## src/sv/stt_pkg.sv

```systemverilog
// ----------------------------------------------------------------------------
// Source text tokenizer package
// Shared types, codes, character constants and lexer helper functions.
// ----------------------------------------------------------------------------
package stt_pkg;

  localparam int LINE_BITS_DEF   = 16;
  localparam int OFFSET_BITS_DEF = 24;
  localparam int LENGTH_BITS_DEF = 16;
  localparam int QUEUE_DEPTH     = 4;

  localparam logic [7:0] CH_DOLLAR     = 8'h24;
  localparam logic [7:0] CH_TILDE      = 8'h7E;
  localparam logic [7:0] CH_UNDERSCORE = 8'h5F;
  localparam logic [7:0] CH_MINUS      = 8'h2D;
  localparam logic [7:0] CH_PLUS       = 8'h2B;
  localparam logic [7:0] CH_SEMI       = 8'h3B;
  localparam logic [7:0] CH_NEWLINE    = 8'h0A;

  typedef enum logic [3:0] {
    PH_IDLE,
    PH_IDENT,
    PH_NUMBER,
    PH_PLUS,
    PH_MINUS,
    PH_DOLLAR,
    PH_LINE_CMT,
    PH_BLOCK,
    PH_BLOCK_TILDE,
    PH_ERROR
  } phase_t;

  typedef enum logic [4:0] {
    TK_MINT    = 5'd0,
    TK_BAR     = 5'd1,
    TK_EXIT    = 5'd2,
    TK_IDENT   = 5'd3,
    TK_INTEGER = 5'd4,
    TK_DEC     = 5'd5,
    TK_MINUS   = 5'd6,
    TK_INC     = 5'd7,
    TK_PLUS    = 5'd8,
    TK_SEMI    = 5'd9,
    TK_ASSIGN  = 5'd10,
    TK_STAR    = 5'd11,
    TK_SLASH   = 5'd12,
    TK_PERCENT = 5'd13,
    TK_CARET   = 5'd14,
    TK_LPAREN  = 5'd15,
    TK_RPAREN  = 5'd16,
    TK_LBRACE  = 5'd17,
    TK_RBRACE  = 5'd18,
    TK_EOF     = 5'd19,
    TK_ERROR   = 5'd20
  } tok_kind_t;

  typedef enum logic [1:0] {
    ERR_NONE       = 2'd0,
    ERR_UNEXPECTED = 2'd1,
    ERR_UNCLOSED   = 2'd2
  } err_kind_t;

  typedef enum logic {
    MODE_BYTE = 1'b0,
    MODE_END  = 1'b1
  } mode_t;

  typedef struct packed {
    logic       mode;
    logic [7:0] byte_value;
  } in_item_t;

  typedef struct packed {
    logic [4:0]  token_kind;
    logic [15:0] start_line;
    logic [15:0] start_column;
    logic [23:0] start_offset;
    logic [15:0] token_length;
    logic [1:0]  error_kind;
    logic [7:0]  bad_char;
    logic        last_of_run;
  } out_item_t;

  // One queue entry carries every result of one request: one or two tokens.
  typedef struct packed {
    logic      two;
    out_item_t first;
    out_item_t second;
  } entry_t;

  typedef struct packed {
    logic   push;
    entry_t entry;
  } qwrite_t;

  typedef struct packed {
    logic   valid;
    entry_t entry;
  } qread_t;

  function automatic logic is_alpha(input logic [7:0] c);
    return (c inside {[8'h61:8'h7A], [8'h41:8'h5A], CH_UNDERSCORE});
  endfunction

  function automatic logic is_digit(input logic [7:0] c);
    return (c inside {[8'h30:8'h39]});
  endfunction

  function automatic logic is_space(input logic [7:0] c);
    return (c inside {8'h20, [8'h09:8'h0D]});
  endfunction

  function automatic logic is_punct(input logic [7:0] c);
    return (c inside {CH_SEMI, 8'h3D, 8'h2A, 8'h2F, 8'h25, 8'h5E, 8'h28, 8'h29,
                      8'h7B, 8'h7D});
  endfunction

  function automatic tok_kind_t punct_kind(input logic [7:0] c);
    tok_kind_t k;
    case (c)
      CH_SEMI: k = TK_SEMI;
      8'h3D:   k = TK_ASSIGN;
      8'h2A:   k = TK_STAR;
      8'h2F:   k = TK_SLASH;
      8'h25:   k = TK_PERCENT;
      8'h5E:   k = TK_CARET;
      8'h28:   k = TK_LPAREN;
      8'h29:   k = TK_RPAREN;
      8'h7B:   k = TK_LBRACE;
      8'h7D:   k = TK_RBRACE;
      default: k = TK_ERROR;
    endcase
    return k;
  endfunction

  // Bit k is set when keyword k (0 mint, 1 bar, 2 exit) does not have c at idx.
  function automatic logic [2:0] kw_miss(input logic [31:0] idx, input logic [7:0] c);
    logic [2:0] m;
    case (idx)
      32'd0:   m = {c != "e", c != "b", c != "m"};
      32'd1:   m = {c != "x", c != "a", c != "i"};
      32'd2:   m = {c != "i", c != "r", c != "n"};
      32'd3:   m = {c != "t", 1'b1, c != "t"};
      default: m = 3'b111;
    endcase
    return m;
  endfunction

  function automatic tok_kind_t ident_kind(input logic [2:0] kw, input logic [31:0] len);
    tok_kind_t k;
    if (kw[0] && len == 32'd4) begin
      k = TK_MINT;
    end else if (kw[1] && len == 32'd3) begin
      k = TK_BAR;
    end else if (kw[2] && len == 32'd4) begin
      k = TK_EXIT;
    end else begin
      k = TK_IDENT;
    end
    return k;
  endfunction

  function automatic logic [15:0] clamp16(input logic [31:0] v);
    return (v > 32'h0000_FFFF) ? 16'hFFFF : v[15:0];
  endfunction

  function automatic logic [23:0] clamp24(input logic [31:0] v);
    return (v > 32'h00FF_FFFF) ? 24'hFF_FFFF : v[23:0];
  endfunction

  function automatic out_item_t make_item(input logic [4:0] kind, input logic [31:0] line,
                                          input logic [31:0] col, input logic [31:0] off,
                                          input logic [31:0] len, input logic [1:0] ek,
                                          input logic [7:0] bc);
    out_item_t r;
    r.token_kind   = kind;
    r.start_line   = clamp16(line);
    r.start_column = clamp16(col);
    r.start_offset = clamp24(off);
    r.token_length = clamp16(len);
    r.error_kind   = ek;
    r.bad_char     = bc;
    r.last_of_run  = 1'b0;
    return r;
  endfunction

endpackage

```

## src/sv/stt_front.sv

```systemverilog
// ----------------------------------------------------------------------------
// Tokenizer front end
// Accepts source bytes, runs the lexer phase machine and position counters,
// and writes the one or two tokens that a request produces into the queue.
// ----------------------------------------------------------------------------
module stt_front #(
  parameter int LINE_BITS   = stt_pkg::LINE_BITS_DEF,
  parameter int OFFSET_BITS = stt_pkg::OFFSET_BITS_DEF,
  parameter int LENGTH_BITS = stt_pkg::LENGTH_BITS_DEF
) (
  input  logic              clk,
  input  logic              rst,
  input  logic              byte_valid,
  output logic              byte_stall,
  input  stt_pkg::in_item_t byte_item,
  input  logic              full,
  output stt_pkg::qwrite_t  wr
);

  stt_pkg::phase_t phase, phase_next;
  logic [2:0] kw_match, kw_match_next;
  logic [LENGTH_BITS-1:0] pend_len, pend_len_next, plen_inc;
  logic [LINE_BITS-1:0]   pend_line, pend_line_next, pend_col, pend_col_next;
  logic [OFFSET_BITS-1:0] pend_off, pend_off_next;
  logic [LINE_BITS-1:0]   cur_line, cur_line_next, cur_col, cur_col_next;
  logic [OFFSET_BITS-1:0] cur_off, cur_off_next;

  logic       accept, is_end, start, alnum;
  logic [7:0] c;
  logic       pe_emit, sb_emit;
  stt_pkg::out_item_t pe_res, sb_res, eof_res;

  assign byte_stall = full;
  assign accept     = byte_valid && !full;
  assign is_end     = (byte_item.mode == stt_pkg::MODE_END);
  assign c          = byte_item.byte_value;
  assign alnum      = stt_pkg::is_alpha(c) || stt_pkg::is_digit(c);
  assign plen_inc   = (&pend_len) ? pend_len : pend_len + LENGTH_BITS'(1);

  // A byte that does not continue a name, number or sign is lexed afresh.
  always_comb begin
    start = 1'b0;
    if (!is_end) begin
      case (phase)
        stt_pkg::PH_IDLE:   start = 1'b1;
        stt_pkg::PH_IDENT:  start = !alnum;
        stt_pkg::PH_NUMBER: start = !stt_pkg::is_digit(c);
        stt_pkg::PH_PLUS:   start = (c != stt_pkg::CH_PLUS);
        stt_pkg::PH_MINUS:  start = (c != stt_pkg::CH_MINUS);
        default:            start = 1'b0;
      endcase
    end
  end

  // Next state
  always_comb begin
    phase_next     = phase;
    kw_match_next  = kw_match;
    pend_len_next  = pend_len;
    pend_line_next = pend_line;
    pend_col_next  = pend_col;
    pend_off_next  = pend_off;
    cur_off_next   = (&cur_off) ? cur_off : cur_off + OFFSET_BITS'(1);
    if (c == stt_pkg::CH_NEWLINE) begin
      cur_line_next = (&cur_line) ? cur_line : cur_line + LINE_BITS'(1);
      cur_col_next  = '0;
    end else begin
      cur_line_next = cur_line;
      cur_col_next  = (&cur_col) ? cur_col : cur_col + LINE_BITS'(1);
    end

    case (phase)
      stt_pkg::PH_IDENT: begin
        if (alnum) begin
          kw_match_next = kw_match & ~stt_pkg::kw_miss(32'(pend_len), c);
          pend_len_next = plen_inc;
        end
      end
      stt_pkg::PH_NUMBER: begin
        if (stt_pkg::is_digit(c)) pend_len_next = plen_inc;
      end
      stt_pkg::PH_PLUS: begin
        if (c == stt_pkg::CH_PLUS) phase_next = stt_pkg::PH_IDLE;
      end
      stt_pkg::PH_MINUS: begin
        if (c == stt_pkg::CH_MINUS) phase_next = stt_pkg::PH_IDLE;
      end
      stt_pkg::PH_DOLLAR: begin
        if (c == stt_pkg::CH_DOLLAR) begin
          pend_len_next = plen_inc;
          phase_next    = stt_pkg::PH_LINE_CMT;
        end else if (c == stt_pkg::CH_TILDE) begin
          pend_len_next = plen_inc;
          phase_next    = stt_pkg::PH_BLOCK;
        end else begin
          phase_next = stt_pkg::PH_ERROR;
        end
      end
      stt_pkg::PH_LINE_CMT: begin
        if (c == stt_pkg::CH_NEWLINE) phase_next = stt_pkg::PH_IDLE;
      end
      stt_pkg::PH_BLOCK: begin
        pend_len_next = plen_inc;
        if (c == stt_pkg::CH_TILDE) phase_next = stt_pkg::PH_BLOCK_TILDE;
      end
      stt_pkg::PH_BLOCK_TILDE: begin
        pend_len_next = plen_inc;
        if (c == stt_pkg::CH_DOLLAR) begin
          phase_next = stt_pkg::PH_IDLE;
        end else if (c != stt_pkg::CH_TILDE) begin
          phase_next = stt_pkg::PH_BLOCK;
        end
      end
      default: begin
      end
    endcase

    if (start) begin
      phase_next = stt_pkg::PH_IDLE;
      if (alnum || c == stt_pkg::CH_PLUS || c == stt_pkg::CH_MINUS ||
          c == stt_pkg::CH_DOLLAR) begin
        pend_line_next = cur_line;
        pend_col_next  = cur_col;
        pend_off_next  = cur_off;
        pend_len_next  = LENGTH_BITS'(1);
      end
      if (stt_pkg::is_alpha(c)) begin
        phase_next    = stt_pkg::PH_IDENT;
        kw_match_next = ~stt_pkg::kw_miss(32'd0, c);
      end else if (stt_pkg::is_digit(c)) begin
        phase_next = stt_pkg::PH_NUMBER;
      end else if (c == stt_pkg::CH_PLUS) begin
        phase_next = stt_pkg::PH_PLUS;
      end else if (c == stt_pkg::CH_MINUS) begin
        phase_next = stt_pkg::PH_MINUS;
      end else if (c == stt_pkg::CH_DOLLAR) begin
        phase_next = stt_pkg::PH_DOLLAR;
      end else if (!stt_pkg::is_space(c) && !stt_pkg::is_punct(c)) begin
        phase_next = stt_pkg::PH_ERROR;
      end
    end

    // End of source returns every counter to its reset value.
    if (is_end) begin
      phase_next     = stt_pkg::PH_IDLE;
      kw_match_next  = 3'b111;
      pend_len_next  = '0;
      pend_line_next = '0;
      pend_col_next  = '0;
      pend_off_next  = '0;
      cur_line_next  = '0;
      cur_col_next   = '0;
      cur_off_next   = '0;
    end
  end

  // Outputs
  always_comb begin
    pe_emit = 1'b0;
    pe_res  = stt_pkg::make_item(stt_pkg::TK_ERROR, 32'(pend_line), 32'(pend_col),
                                 32'(pend_off), 32'd1, stt_pkg::ERR_UNEXPECTED,
                                 stt_pkg::CH_DOLLAR);
    sb_emit = 1'b0;
    sb_res  = stt_pkg::make_item(stt_pkg::TK_ERROR, 32'(cur_line), 32'(cur_col),
                                 32'(cur_off), 32'd1, stt_pkg::ERR_UNEXPECTED, c);
    eof_res = stt_pkg::make_item(stt_pkg::TK_EOF, 32'(cur_line), 32'(cur_col),
                                 32'(cur_off), 32'd0, stt_pkg::ERR_NONE, 8'd0);

    case (phase)
      stt_pkg::PH_IDENT: begin
        pe_emit = is_end || !alnum;
        pe_res  = stt_pkg::make_item(stt_pkg::ident_kind(kw_match, 32'(pend_len)),
                                     32'(pend_line), 32'(pend_col), 32'(pend_off),
                                     32'(pend_len), stt_pkg::ERR_NONE, 8'd0);
      end
      stt_pkg::PH_NUMBER: begin
        pe_emit = is_end || !stt_pkg::is_digit(c);
        pe_res  = stt_pkg::make_item(stt_pkg::TK_INTEGER, 32'(pend_line), 32'(pend_col),
                                     32'(pend_off), 32'(pend_len), stt_pkg::ERR_NONE, 8'd0);
      end
      stt_pkg::PH_PLUS: begin
        pe_emit = 1'b1;
        if (!is_end && c == stt_pkg::CH_PLUS) begin
          pe_res = stt_pkg::make_item(stt_pkg::TK_INC, 32'(pend_line), 32'(pend_col),
                                      32'(pend_off), 32'(plen_inc), stt_pkg::ERR_NONE, 8'd0);
        end else begin
          pe_res = stt_pkg::make_item(stt_pkg::TK_PLUS, 32'(pend_line), 32'(pend_col),
                                      32'(pend_off), 32'(pend_len), stt_pkg::ERR_NONE, 8'd0);
        end
      end
      stt_pkg::PH_MINUS: begin
        pe_emit = 1'b1;
        if (!is_end && c == stt_pkg::CH_MINUS) begin
          pe_res = stt_pkg::make_item(stt_pkg::TK_DEC, 32'(pend_line), 32'(pend_col),
                                      32'(pend_off), 32'(plen_inc), stt_pkg::ERR_NONE, 8'd0);
        end else begin
          pe_res = stt_pkg::make_item(stt_pkg::TK_MINUS, 32'(pend_line), 32'(pend_col),
                                      32'(pend_off), 32'(pend_len), stt_pkg::ERR_NONE, 8'd0);
        end
      end
      stt_pkg::PH_DOLLAR: begin
        // A lone dollar reports itself; the byte after it is dropped.
        pe_emit = is_end || (c != stt_pkg::CH_DOLLAR && c != stt_pkg::CH_TILDE);
      end
      stt_pkg::PH_BLOCK, stt_pkg::PH_BLOCK_TILDE: begin
        pe_emit = is_end;
        pe_res  = stt_pkg::make_item(stt_pkg::TK_ERROR, 32'(pend_line), 32'(pend_col),
                                     32'(pend_off), 32'(pend_len), stt_pkg::ERR_UNCLOSED,
                                     8'd0);
      end
      default: begin
      end
    endcase

    if (start) begin
      if (stt_pkg::is_punct(c)) begin
        sb_emit = 1'b1;
        sb_res  = stt_pkg::make_item(stt_pkg::punct_kind(c), 32'(cur_line), 32'(cur_col),
                                     32'(cur_off), 32'd1, stt_pkg::ERR_NONE, 8'd0);
      end else if (!alnum && !stt_pkg::is_space(c) && c != stt_pkg::CH_PLUS &&
                   c != stt_pkg::CH_MINUS && c != stt_pkg::CH_DOLLAR) begin
        sb_emit = 1'b1;
      end
    end

    // End of source always closes with end-of-file.
    if (is_end) begin
      sb_emit = 1'b1;
      sb_res  = eof_res;
    end

    wr.push = accept && (pe_emit || sb_emit);
    wr.entry.two    = pe_emit && sb_emit;
    wr.entry.first  = pe_emit ? pe_res : sb_res;
    wr.entry.second = sb_res;
    if (pe_emit && sb_emit) begin
      wr.entry.second.last_of_run = 1'b1;
    end else begin
      wr.entry.first.last_of_run = 1'b1;
    end
  end

  always_ff @(posedge clk) begin
    if (rst) begin
      phase     <= stt_pkg::PH_IDLE;
      kw_match  <= 3'b111;
      pend_len  <= '0;
      pend_line <= '0;
      pend_col  <= '0;
      pend_off  <= '0;
      cur_line  <= '0;
      cur_col   <= '0;
      cur_off   <= '0;
    end else if (accept) begin
      phase     <= phase_next;
      kw_match  <= kw_match_next;
      pend_len  <= pend_len_next;
      pend_line <= pend_line_next;
      pend_col  <= pend_col_next;
      pend_off  <= pend_off_next;
      cur_line  <= cur_line_next;
      cur_col   <= cur_col_next;
      cur_off   <= cur_off_next;
    end
  end

endmodule

```

## src/sv/stt_queue.sv

```systemverilog
// ----------------------------------------------------------------------------
// Tokenizer result queue
// Short circular buffer of result entries between the front and back ends.
// ----------------------------------------------------------------------------
module stt_queue #(
  parameter int DEPTH = stt_pkg::QUEUE_DEPTH
) (
  input  logic             clk,
  input  logic             rst,
  input  stt_pkg::qwrite_t wr,
  input  logic             pop,
  output logic             full,
  output stt_pkg::qread_t  rd
);

  localparam int PTR_W = (DEPTH > 1) ? $clog2(DEPTH) : 1;
  localparam int CNT_W = $clog2(DEPTH + 1);

  stt_pkg::entry_t slots [DEPTH];
  logic [PTR_W-1:0] wptr, rptr;
  logic [CNT_W-1:0] count, count_next;

  assign full     = (count == CNT_W'(DEPTH));
  assign rd.valid = (count != '0);
  assign rd.entry = slots[rptr];

  always_comb begin
    case ({wr.push, pop})
      2'b10:   count_next = count + CNT_W'(1);
      2'b01:   count_next = count - CNT_W'(1);
      default: count_next = count;
    endcase
  end

  always_ff @(posedge clk) begin
    if (wr.push) slots[wptr] <= wr.entry;
  end

  always_ff @(posedge clk) begin
    if (rst) begin
      wptr  <= '0;
      rptr  <= '0;
      count <= '0;
    end else begin
      count <= count_next;
      if (wr.push) wptr <= (wptr == PTR_W'(DEPTH - 1)) ? '0 : wptr + PTR_W'(1);
      if (pop) rptr <= (rptr == PTR_W'(DEPTH - 1)) ? '0 : rptr + PTR_W'(1);
    end
  end

  a_no_push_when_full: assert property (@(posedge clk) disable iff (rst)
    full |-> !wr.push)
    else $error("queue written while full");

  a_no_pop_when_empty: assert property (@(posedge clk) disable iff (rst)
    pop |-> rd.valid)
    else $error("queue read while empty");

endmodule

```

## src/sv/stt_back.sv

```systemverilog
// ----------------------------------------------------------------------------
// Tokenizer back end
// Unpacks queue entries into single tokens and holds them in the output
// register until the receiver takes them.
// ----------------------------------------------------------------------------
module stt_back (
  input  logic               clk,
  input  logic               rst,
  input  stt_pkg::qread_t    rd,
  output logic               pop,
  output logic               token_valid,
  input  logic               token_stall,
  output stt_pkg::out_item_t token_item
);

  logic sel;
  logic load, take;

  assign load = !token_valid || !token_stall;
  assign take = load && rd.valid;
  assign pop  = take && (sel || !rd.entry.two);

  always_ff @(posedge clk) begin
    if (take) token_item <= sel ? rd.entry.second : rd.entry.first;
  end

  always_ff @(posedge clk) begin
    if (rst) begin
      token_valid <= 1'b0;
      sel         <= 1'b0;
    end else begin
      if (load) token_valid <= rd.valid;
      if (take) sel <= !pop;
    end
  end

  a_sel_needs_pair: assert property (@(posedge clk) disable iff (rst)
    sel |-> (rd.valid && rd.entry.two))
    else $error("second token selected without a two-token entry");

  a_pair_advances: assert property (@(posedge clk) disable iff (rst)
    (take && !sel && rd.entry.two) |=> sel)
    else $error("second token of an entry skipped");

  a_first_not_last: assert property (@(posedge clk) disable iff (rst)
    (take && !pop) |=> (token_valid && !token_item.last_of_run))
    else $error("first of two tokens marked last of run");

endmodule

```

## src/sv/source_text_tokenizer.sv

```systemverilog
// ----------------------------------------------------------------------------
// Source text tokenizer
// Streaming lexer: source bytes in, tokens with kind, position and length out.
// ----------------------------------------------------------------------------
// Source bytes enter on the byte channel (byte_valid, byte_stall, byte_item);
// an item with mode set marks end of source. Tokens leave on the token channel
// (token_valid, token_stall, token_item), and last_of_run marks the final
// token that a request causes.
// One request is taken every cycle while byte_stall is low. The front end
// updates the lexer phase and position counters in the cycle of acceptance
// and writes that request's one or two tokens into a four-entry queue; the
// back end moves one token per cycle into the output register while the
// receiver does not stall. The edge that accepts a request writes the queue,
// and the back end then loads its tokens from the queue into the output
// register. A request that yields two tokens uses the single output register
// port once per token, so bytes are taken one per cycle while tokens keep up.
// When the receiver stalls, the output register holds its token, the queue
// fills, and byte_stall rises once all four entries are occupied.
// Reset clears the phase, counters and queue; no tokens are pending after it.
// ----------------------------------------------------------------------------
module source_text_tokenizer #(
  parameter int LINE_BITS   = stt_pkg::LINE_BITS_DEF,
  parameter int OFFSET_BITS = stt_pkg::OFFSET_BITS_DEF,
  parameter int LENGTH_BITS = stt_pkg::LENGTH_BITS_DEF,
  parameter int QUEUE_DEPTH = stt_pkg::QUEUE_DEPTH
) (
  input  logic               clk,
  input  logic               rst,
  input  logic               byte_valid,
  output logic               byte_stall,
  input  stt_pkg::in_item_t  byte_item,
  output logic               token_valid,
  input  logic               token_stall,
  output stt_pkg::out_item_t token_item
);

  stt_pkg::qwrite_t wr;
  stt_pkg::qread_t  rd;
  logic             full;
  logic             pop;

  stt_front #(
    .LINE_BITS  (LINE_BITS),
    .OFFSET_BITS(OFFSET_BITS),
    .LENGTH_BITS(LENGTH_BITS)
  ) u_front (
    .clk       (clk),
    .rst       (rst),
    .byte_valid(byte_valid),
    .byte_stall(byte_stall),
    .byte_item (byte_item),
    .full      (full),
    .wr        (wr)
  );

  stt_queue #(
    .DEPTH(QUEUE_DEPTH)
  ) u_queue (
    .clk (clk),
    .rst (rst),
    .wr  (wr),
    .pop (pop),
    .full(full),
    .rd  (rd)
  );

  stt_back u_back (
    .clk        (clk),
    .rst        (rst),
    .rd         (rd),
    .pop        (pop),
    .token_valid(token_valid),
    .token_stall(token_stall),
    .token_item (token_item)
  );

endmodule
```

## config.mk

```make
export PLATFORM = sky130hd
export DESIGN_NAME = source_text_tokenizer
export DESIGN_NICKNAME = d
export VERILOG_FILES = /design/src/sv/stt_pkg.sv /design/src/sv/stt_front.sv /design/src/sv/stt_queue.sv /design/src/sv/stt_back.sv /design/src/sv/source_text_tokenizer.sv
export SDC_FILE = /design/constraint.sdc
export NUM_CORES = 1
export LEC_CHECK = 0
export BUFFER_PORTS_ARGS = -buffer_cell sky130_fd_sc_hd__buf_2
export CAP_MARGIN = 30
export CORE_MARGIN = 10
export CORE_UTILIZATION = 40
export DETAILED_ROUTE_END_ITERATION = 7
export HOLD_SLACK_MARGIN = 0.12
export PLACE_DENSITY_LB_ADDON = 0.12
export SLEW_MARGIN = 40
export SYNTH_ARGS = -nofsm -noshare
export SYNTH_HDL_FRONTEND = slang
export SYNTH_SLANG_ARGS = --single-unit
```

## constraint.sdc

```tcl
create_clock -name clk -period 6.56 [get_ports clk]
set_input_delay 0.984 -clock clk [delete_from_list [all_inputs] [get_ports clk]]
set_output_delay 0.984 -clock clk [all_outputs]
set_load 0.02 [all_outputs]
```

# --- After elaboration in Yosys (flattened, before gate mapping) ---
# Memories as Yosys holds them, arrays and structs flattened. A register that Yosys moved wholly into a read port is not among the register bits.
# Cells that the tools add are included.
op_classes:
  addsub: 8
  magnitude_cmp: 8
  eq_ne: 55
  n_mux: 81
  n_bitwise: 3
  n_reduce_logical: 62
ops:
  columns: ["cell", "count"]
  rows:
  - ["2-to-1 mux 88 bit", 5]
  - ["one-hot mux 88 bit (5 select lines)", 1]
  - ["2-to-1 mux 16 bit", 20]
  - ["2-to-1 mux 24 bit", 5]
  - ["equality test 8 x 6 -> 1 bit, second input constant", 11]
  - ["2-to-1 mux 87 bit", 1]
  - ["2-to-1 mux 85 bit", 1]
  - ["inequality test 8 x 7 -> 1 bit, second input constant", 10]
  - ["2-to-1 mux 4 bit", 16]
  - ["one-hot mux 16 bit (4 select lines)", 1]
  - ["one-hot mux 5 bit (10 select lines)", 1]
  - ["adder 16 x 1 -> 16 bit, second input constant", 3]
  - ["AND reduction 16 bit", 3]
  - ["equality test 8 x 7 -> 1 bit, second input constant", 5]
  - ["equality test 16 x 2 -> 1 bit, second input constant", 2]
  - ["2-to-1 mux 3 bit", 9]
  - ["adder 24 x 1 -> 24 bit, second input constant", 1]
  - ["inequality test 8 x 6 -> 1 bit, second input constant", 3]
  - ["one-hot mux 4 bit (6 select lines)", 1]
  - ["AND reduction 24 bit", 1]
  - ["logical AND 1 bit", 20]
  - ["equality test 16 x 1 -> 1 bit, second input constant", 1]
  - ["equality test 16 x 3 -> 1 bit, second input constant", 1]
  - ["equality test 4 x 3 -> 1 bit, second input constant", 4]
  - ["other kinds (40)", 91]
word_totals:
  reg_bits: 232
  ram_bits: 708
  inputBits: 13
  output_inout_bits: 90
  mem_count: 1
mem_list:
  columns: ["memory", "words", "width", "read_ports", "rd_ports_with_merged_regs", "wr", "line_no", "source"]
  rows:
  - ["u_queue.slots", 4, 177, 1, 1, 1, "stt_queue.sv:19", "stt_pkg::entry_t slots [DEPTH];"]

# --- Depth between registers and ports, before layout ---
depth:
  word_depth: 17
  ltp_mapped: 15

# --- Cells and area by module ---
# From an unflattened synthesis, not the netlist that was laid out.
unflattened:
  hier_cells: 2209
  hier_area_um2: 38574.5
modules_own_cells:
  columns: ["module", "n_inst", "cells_per_inst", "area_each_um2"]
  rows:
  - ["stt_queue", 1, 969, 25981.2]
  - ["stt_front", 1, 1044, 8788.4]
  - ["stt_back", 1, 196, 3804.9]

# --- Worst setup path after synthesis ---
# OpenSTA, ideal clock, no wires.
synth_timing:
  kind: "input to register"
  startpoint: "input byte_item[2] (netlist name)"
  endpoint: "memory u_queue.slots[2][0] (netlist name) (enable)"
  t_arrival_ns: 6.441
  slack_ns: -0.420
  stages: 9
  cell_sequence: "buf_2 -> or4_1 -> nor2_2 -> o41ai_2 -> and2_4 -> buf_6 -> nor4_2 -> o31a_4 -> and2_1"
synth_via:
  elab_chain_cells: 17
  word_cells_on_any_way: 54
  classes_between: "order compare (8); eq/ne (16); mux (9); reduce/logical (21)"
synth_lines:
  columns: ["item", "line_no", "source"]
  rows:
  - ["start, declared", "source_text_tokenizer.sv:31", "input stt_pkg::in_item_t byte_item,"]
  - ["greater-or-equal comparator 8 x 7 -> 1 bit / <= comparator 8 x 7 -> 1 bit (equally long branches)", "stt_pkg.sv:102", "return (c inside {[8'h61:8'h7A], [8'h41:8'h5A], CH_UNDERSCORE});"]
  - ["logical AND 1 bit", "stt_pkg.sv:102", null]
  - ["nonzero test 3 bit", "stt_pkg.sv:102", null]
  - ["logical OR 1 bit", "stt_front.sv:37", "assign alnum = stt_pkg::is_alpha(c) || stt_pkg::is_digit(c);"]
  - ["logical NOT 1 bit", "stt_front.sv:46, stt_front.sv:171, stt_front.sv:220", null]
  - ["logical AND 1 bit (3 in a row)", "stt_front.sv:220", "end else if (!alnum && !stt_pkg::is_space(c) && c != stt_pkg::CH_PLUS &&"]
  - ["logical AND 1 bit", "stt_front.sv:221", "c != stt_pkg::CH_MINUS && c != stt_pkg::CH_DOLLAR) begin"]
  - ["2-to-1 mux 1 bit", "stt_front.sv:220", null]
  - ["2-to-1 mux 1 bit", "stt_front.sv:216", "if (stt_pkg::is_punct(c)) begin"]
  - ["2-to-1 mux 1 bit", "stt_front.sv:215", "if (start) begin"]
  - ["2-to-1 mux 1 bit", "stt_front.sv:227", "if (is_end) begin"]
  - ["logical OR 1 bit (*)", "stt_front.sv:232", "wr.push = accept && (pe_emit || sb_emit);"]
  - ["logical AND 1 bit (*)", "stt_front.sv:232", null]
  - ["2-to-1 mux 1 bit (*)", "stt_queue.sv:36", "if (wr.push) slots[wptr] <= wr.entry;"]
  - ["2-to-1 mux 1 bit (implied by the code) (*)", "stt_queue.sv:36", null]
  - ["end, declared", "stt_queue.sv:19", null]
# Every way passes the cells marked *; elsewhere a longest branch is shown, timed or not.

# --- Final worst setup path ---
layout_timing:
  startpoint: "register u_front.phase[0]"
  endpoint: "memory u_queue.slots[0][61] (netlist name) (enable)"
layout_via:
  elab_chain_cells: 9
  word_cells_on_any_way: 19
  classes_between: "eq/ne (7); mux (7); reduce/logical (5)"
layout_lines:
  columns: ["item", "line_no", "source"]
  rows:
  - ["start, declared", "stt_front.sv:20", "stt_pkg::phase_t phase, phase_next;"]
  - ["start signal, assigned", "stt_front.sv:245", "phase <= stt_pkg::PH_IDLE;"]
  - ["start signal, assigned", "stt_front.sv:255", "phase <= phase_next;"]
  - ["equality test 4 x 3 -> 1 bit (tied with other cells)", "stt_front.sv:44, stt_front.sv:169", null]
  - ["one-hot mux 1 bit (5 select lines)", "stt_front.sv:44", "case (phase)"]
  - ["2-to-1 mux 1 bit", "stt_front.sv:43", "if (!is_end) begin"]
  - ["2-to-1 mux 1 bit", "stt_front.sv:215", null]
  - ["2-to-1 mux 1 bit", "stt_front.sv:227", null]
  - ["logical OR 1 bit (*)", "stt_front.sv:232", null]
  - ["logical AND 1 bit (*)", "stt_front.sv:232", null]
  - ["2-to-1 mux 1 bit (*)", "stt_queue.sv:36", null]
  - ["2-to-1 mux 1 bit (implied by the code) (*)", "stt_queue.sv:36", null]
# Marked as above.

==> flow_summary.json <==
{
  "drive_gt1_share_pct": 19.0,
  "antenna_cells": 0,
  "fmax_ghz": 0.242,
  "power_frac_comb_pct": 25.3,
  "ys.flop_type": "edfxtp_1",
  "seq_power_share_pct": 44.9,
  "power.density_nw_per_um2": 416,
  "cp_max_fo": 65,
  "synthDominantCellAreaShare_pct": 62.1,
  "worstHoldStart": "u_front.pend_line[14]",
  "cp.arrival_ps": 4390,
  "clock-root-buffer": "clkbuf_16",
  "dpl-instance-area_um2": 37100,
  "grt_pass1_vias": 20500,
  "synthCells": 2314,
  "cts_setup_buffers": 0,
  "hold_viol": 0,
  "clock_latency_ps": 640,
  "slew_viol_final": 0,
  "hold_class": "flop to flop",
  "cts_sinks": 874,
  "ctsHoldBuffers": 0,
  "start_util_pct": 40.5,
  "skew_ps": 20.9,
  "gp_congestion": 0.855,
  "p_sw_mw": 5.11,
  "clk_pin_slew_ps": 60,
  "reg2reg_to": "u_queue.slots[0][61]",
  "power_frac_clock_pct": 29.7,
  "antenna_left": 0,
  "power.leakage_nw": 13.6,
  "synth-edff-count": 728,
  "internal_power_mw": 11.6,
  "run_status": "completed",
  "layout_setup_ws_ps": 2430,
  "drt_iter0_drc": 1331,
  "cts_tree": "yes",
  "min_path_cells": 1,
  "cts_max_level": 3,
  "tightest_slew_ps": 804,
  "pre_cts_ws_ps": 1910,
  "syn_to_final_growth_pct": 13.7,
  "port_buffers": 102,
  "r2r_slack_ps": 2430,
  "p_total_mw": 16.7,
  "num-fill-cells": 7596,
  "rows": 108,
  "die_w_um": 317,
  "drc": 0,
  "grt_first_pass_wirelength_um": 126000,
  "final_area_um2": 40000,
  "io-pin-count": 103,
  "cp-end-kind": "flop",
  "maxCapViolations": 0,
  "syn_nets": 2341,
  "antenna_found_initial": 1,
  "swShare_pct": 30.6,
  "avgViaCountPerCell": 5.38,
  "die_h_um": 317,
  "synth_top_area_cell": "edfxtp_1",
  "cp-start-kind": "flop",
  "cts_buffers": 92,
  "synthArstFlopShare_pct": 0,
  "detail_route.wirelength_um": 82400,
  "min_to": "u_front.pend_line[14]",
  "post-route-min-period_ps": 4130,
  "vias": 19600,
  "rr_startpoint": "u_front.phase[0]",
  "dieArea_um2": 100000,
  "rsz0062_at_grt": "false",
  "firstDrtPassIters": 5,
  "postLayoutCoreUtil_pct": 46.0,
  "setup_viol": 0,
  "finalCritPeriodShare_pct": 62.9,
  "vdd_drop_max_uv": 307,
  "dp_hpwl_um": 47200,
  "crit_type": "flop to flop",
  "slew_headroom_pct": 46.4,
  "ff2ff_path_depth": 8,
  "yosysWarnings": 0,
  "gr-total-overflow": 0,
  "grt_max_degree": 110,
  "critical_path_required_ps": 6820,
  "ff_latch_area_um2": 24800,
  "nets": 2437,
  "syn_area_per_cell_um2": 15.2,
  "grt_use_total_pct": 16.4,
  "cts_max_path_buffers": 3,
  "synth_area_leaders": "edfxtp_1 (62%), mux4_2 (10%), dfxtp_1 (8.3%)",
  "multi_input_area_um2": 9830,
  "yosysSeqAreaShare_pct": 70.4,
  "fin_setup_tns_ps": 0,
  "routedWlPerCell_um": 22.6,
  "ctsResizeCount": 0,
  "ys_ff_latch": 874,
  "core_um2": 87000,
  "synth.distinct_cells": 92,
  "syn-cell-area_um2": 35200
}
worst max-delay path by stage:
stage                      endpoint        startpoint
2_1_floorplan   u_queue.slots[0][0]      byte_item[2]
3_3_place_gp    u_queue.slots[3][7]      byte_item[4]
3_5_place_dp    u_queue.slots[2][7]      byte_item[4]
4_1_cts        u_queue.slots[2][95]  u_front.phase[0]
5_1_grt        u_queue.slots[0][61]  u_front.phase[0]
6_report       u_queue.slots[0][61]  u_front.phase[0]
cells in the final DEF (no fill, tap or decap), types with 13 or more instances in the layout:
cell type and instances:
nand4_1 18, clkbuf_8 13, ha_1 13, mux4_2 160
buf_4 17, nor2_1 108, a21oi_1 51, clkbuf_1 30
xnor2_1 18, o21ai_0 37, buf_2 102, clkbuf_16 95
xor2_1 25, edfxtp_1 728, nand3_1 44, clkinv_2 19
and3_1 23, nand2_1 435, and2_1 31, dfxtp_1 142
inv_1 28, nor4_1 13, or3_1 16, nor3_1 41
a22o_1 56
power groups by stage:
stage / registers, mW / clock network (mW) / logic (mW)
floorplan: 7.91 / 0 / 2.48
CTS: 7.52 / 5.09 / 4.37
global route: 7.59 / 5.32 / 4.63
global placement: 7.59 / 0 / 4.32
detailed placement: 7.63 / 0 / 4.35
finish: 7.49 / 4.95 / 4.23
Yosys cell counts (all sizes together) (5+ instances only):
master,instances
o21a,5
dfxtp,146
edfxtp,728
o22ai,6
and2,36
a22oi,7
xnor2,18
or3,16
clkbuf,81
nand2,436
a21o,10
or4b,5
o2bb2ai,7
nor3,42
nor2b,8
nand2b,10
ha,13
a21oi,53
a22o,56
and3,23
nand4,18
nor2,110
a31oi,8
o21ai,44
nand3,46
mux4,160
nor4,16
nor3b,8
buf,53
inv,32
mux2i,7
xor2,25
state kept, by name (all words and copies together), names as in the netlist, named ones only:
| register | count |
|---|---|
| u_front.cur_line | 16 |
| u_back.token_valid | 1 |
| u_front.kw_match | 3 |
| u_queue.wptr | 2 |
| u_front.pend_off | 24 |
| u_queue.count | 3 |
| u_queue.rptr | 2 |
| u_front.pend_len | 16 |
| u_front.phase | 4 |
| u_front.pend_col | 16 |
| u_back.token_item | 88 |
| u_front.cur_col | 16 |
| u_back.sel | 1 |
| u_front.pend_line | 16 |
| u_front.cur_off | 24 |
| u_queue.slots | 640 |
metal layers:
layer / wire (um) / GRT usage [%] / up-vias
met5: 0 / 0 / -
met3: 4090 / 2.86 / 117
met4: 1790 / 4.53 / 0
met2: 40400 / 27.4 / 489
met1: 36100 / 21.9 / 9986
li1: - / - / 9025
worst max-delay path, stage by stage (launching register included):
cell and delay, ps:
dfxtp_1 750, nor2b_1 420, nand3b_1 210, o22a_2 300
and2_4 170, nor4_2 430, o31a_4 260, and2_4 640
buf_12 390
layout make-up:
type | instances | area share [%]
Sequential cell | 874 | 61.9
Timing Repair Buffer | 136 | 2.35
Tap cell | 1155 | 3.61
Clock inverter | 35 | 0.575
Inverter | 32 | 0.313
Clock buffer | 138 | 6.67
Multi-Input combinational cell | 1274 | 24.5
metrics by stage:
stage / instances / hold slack, ps
floorplan: 2314 / 442
global placement: 3465 / 455
detailed placement: 3469 / 454
CTS: 3642 / 475
global route: 3644 / 488
finish: 3644 / 474
kinds of logic (layout without fill, tap and decap cells):
| kind of cell | Yosys count | in the layout | share of synthesized area (%) |
|---|---|---|---|
| buf+inv | 166 | 341 | 1.96 |
| flops | 874 | 874 | 70.4 |
| mux | 169 | 169 | 10.5 |
| xor+xnor | 43 | 43 | 1.07 |
| simple gates | 798 | 798 | 10.4 |
| compound gates | 249 | 249 | 5.10 |
| fa+ha+maj | 15 | 15 | 0.547 |
(Power assumes the default switching activity.)
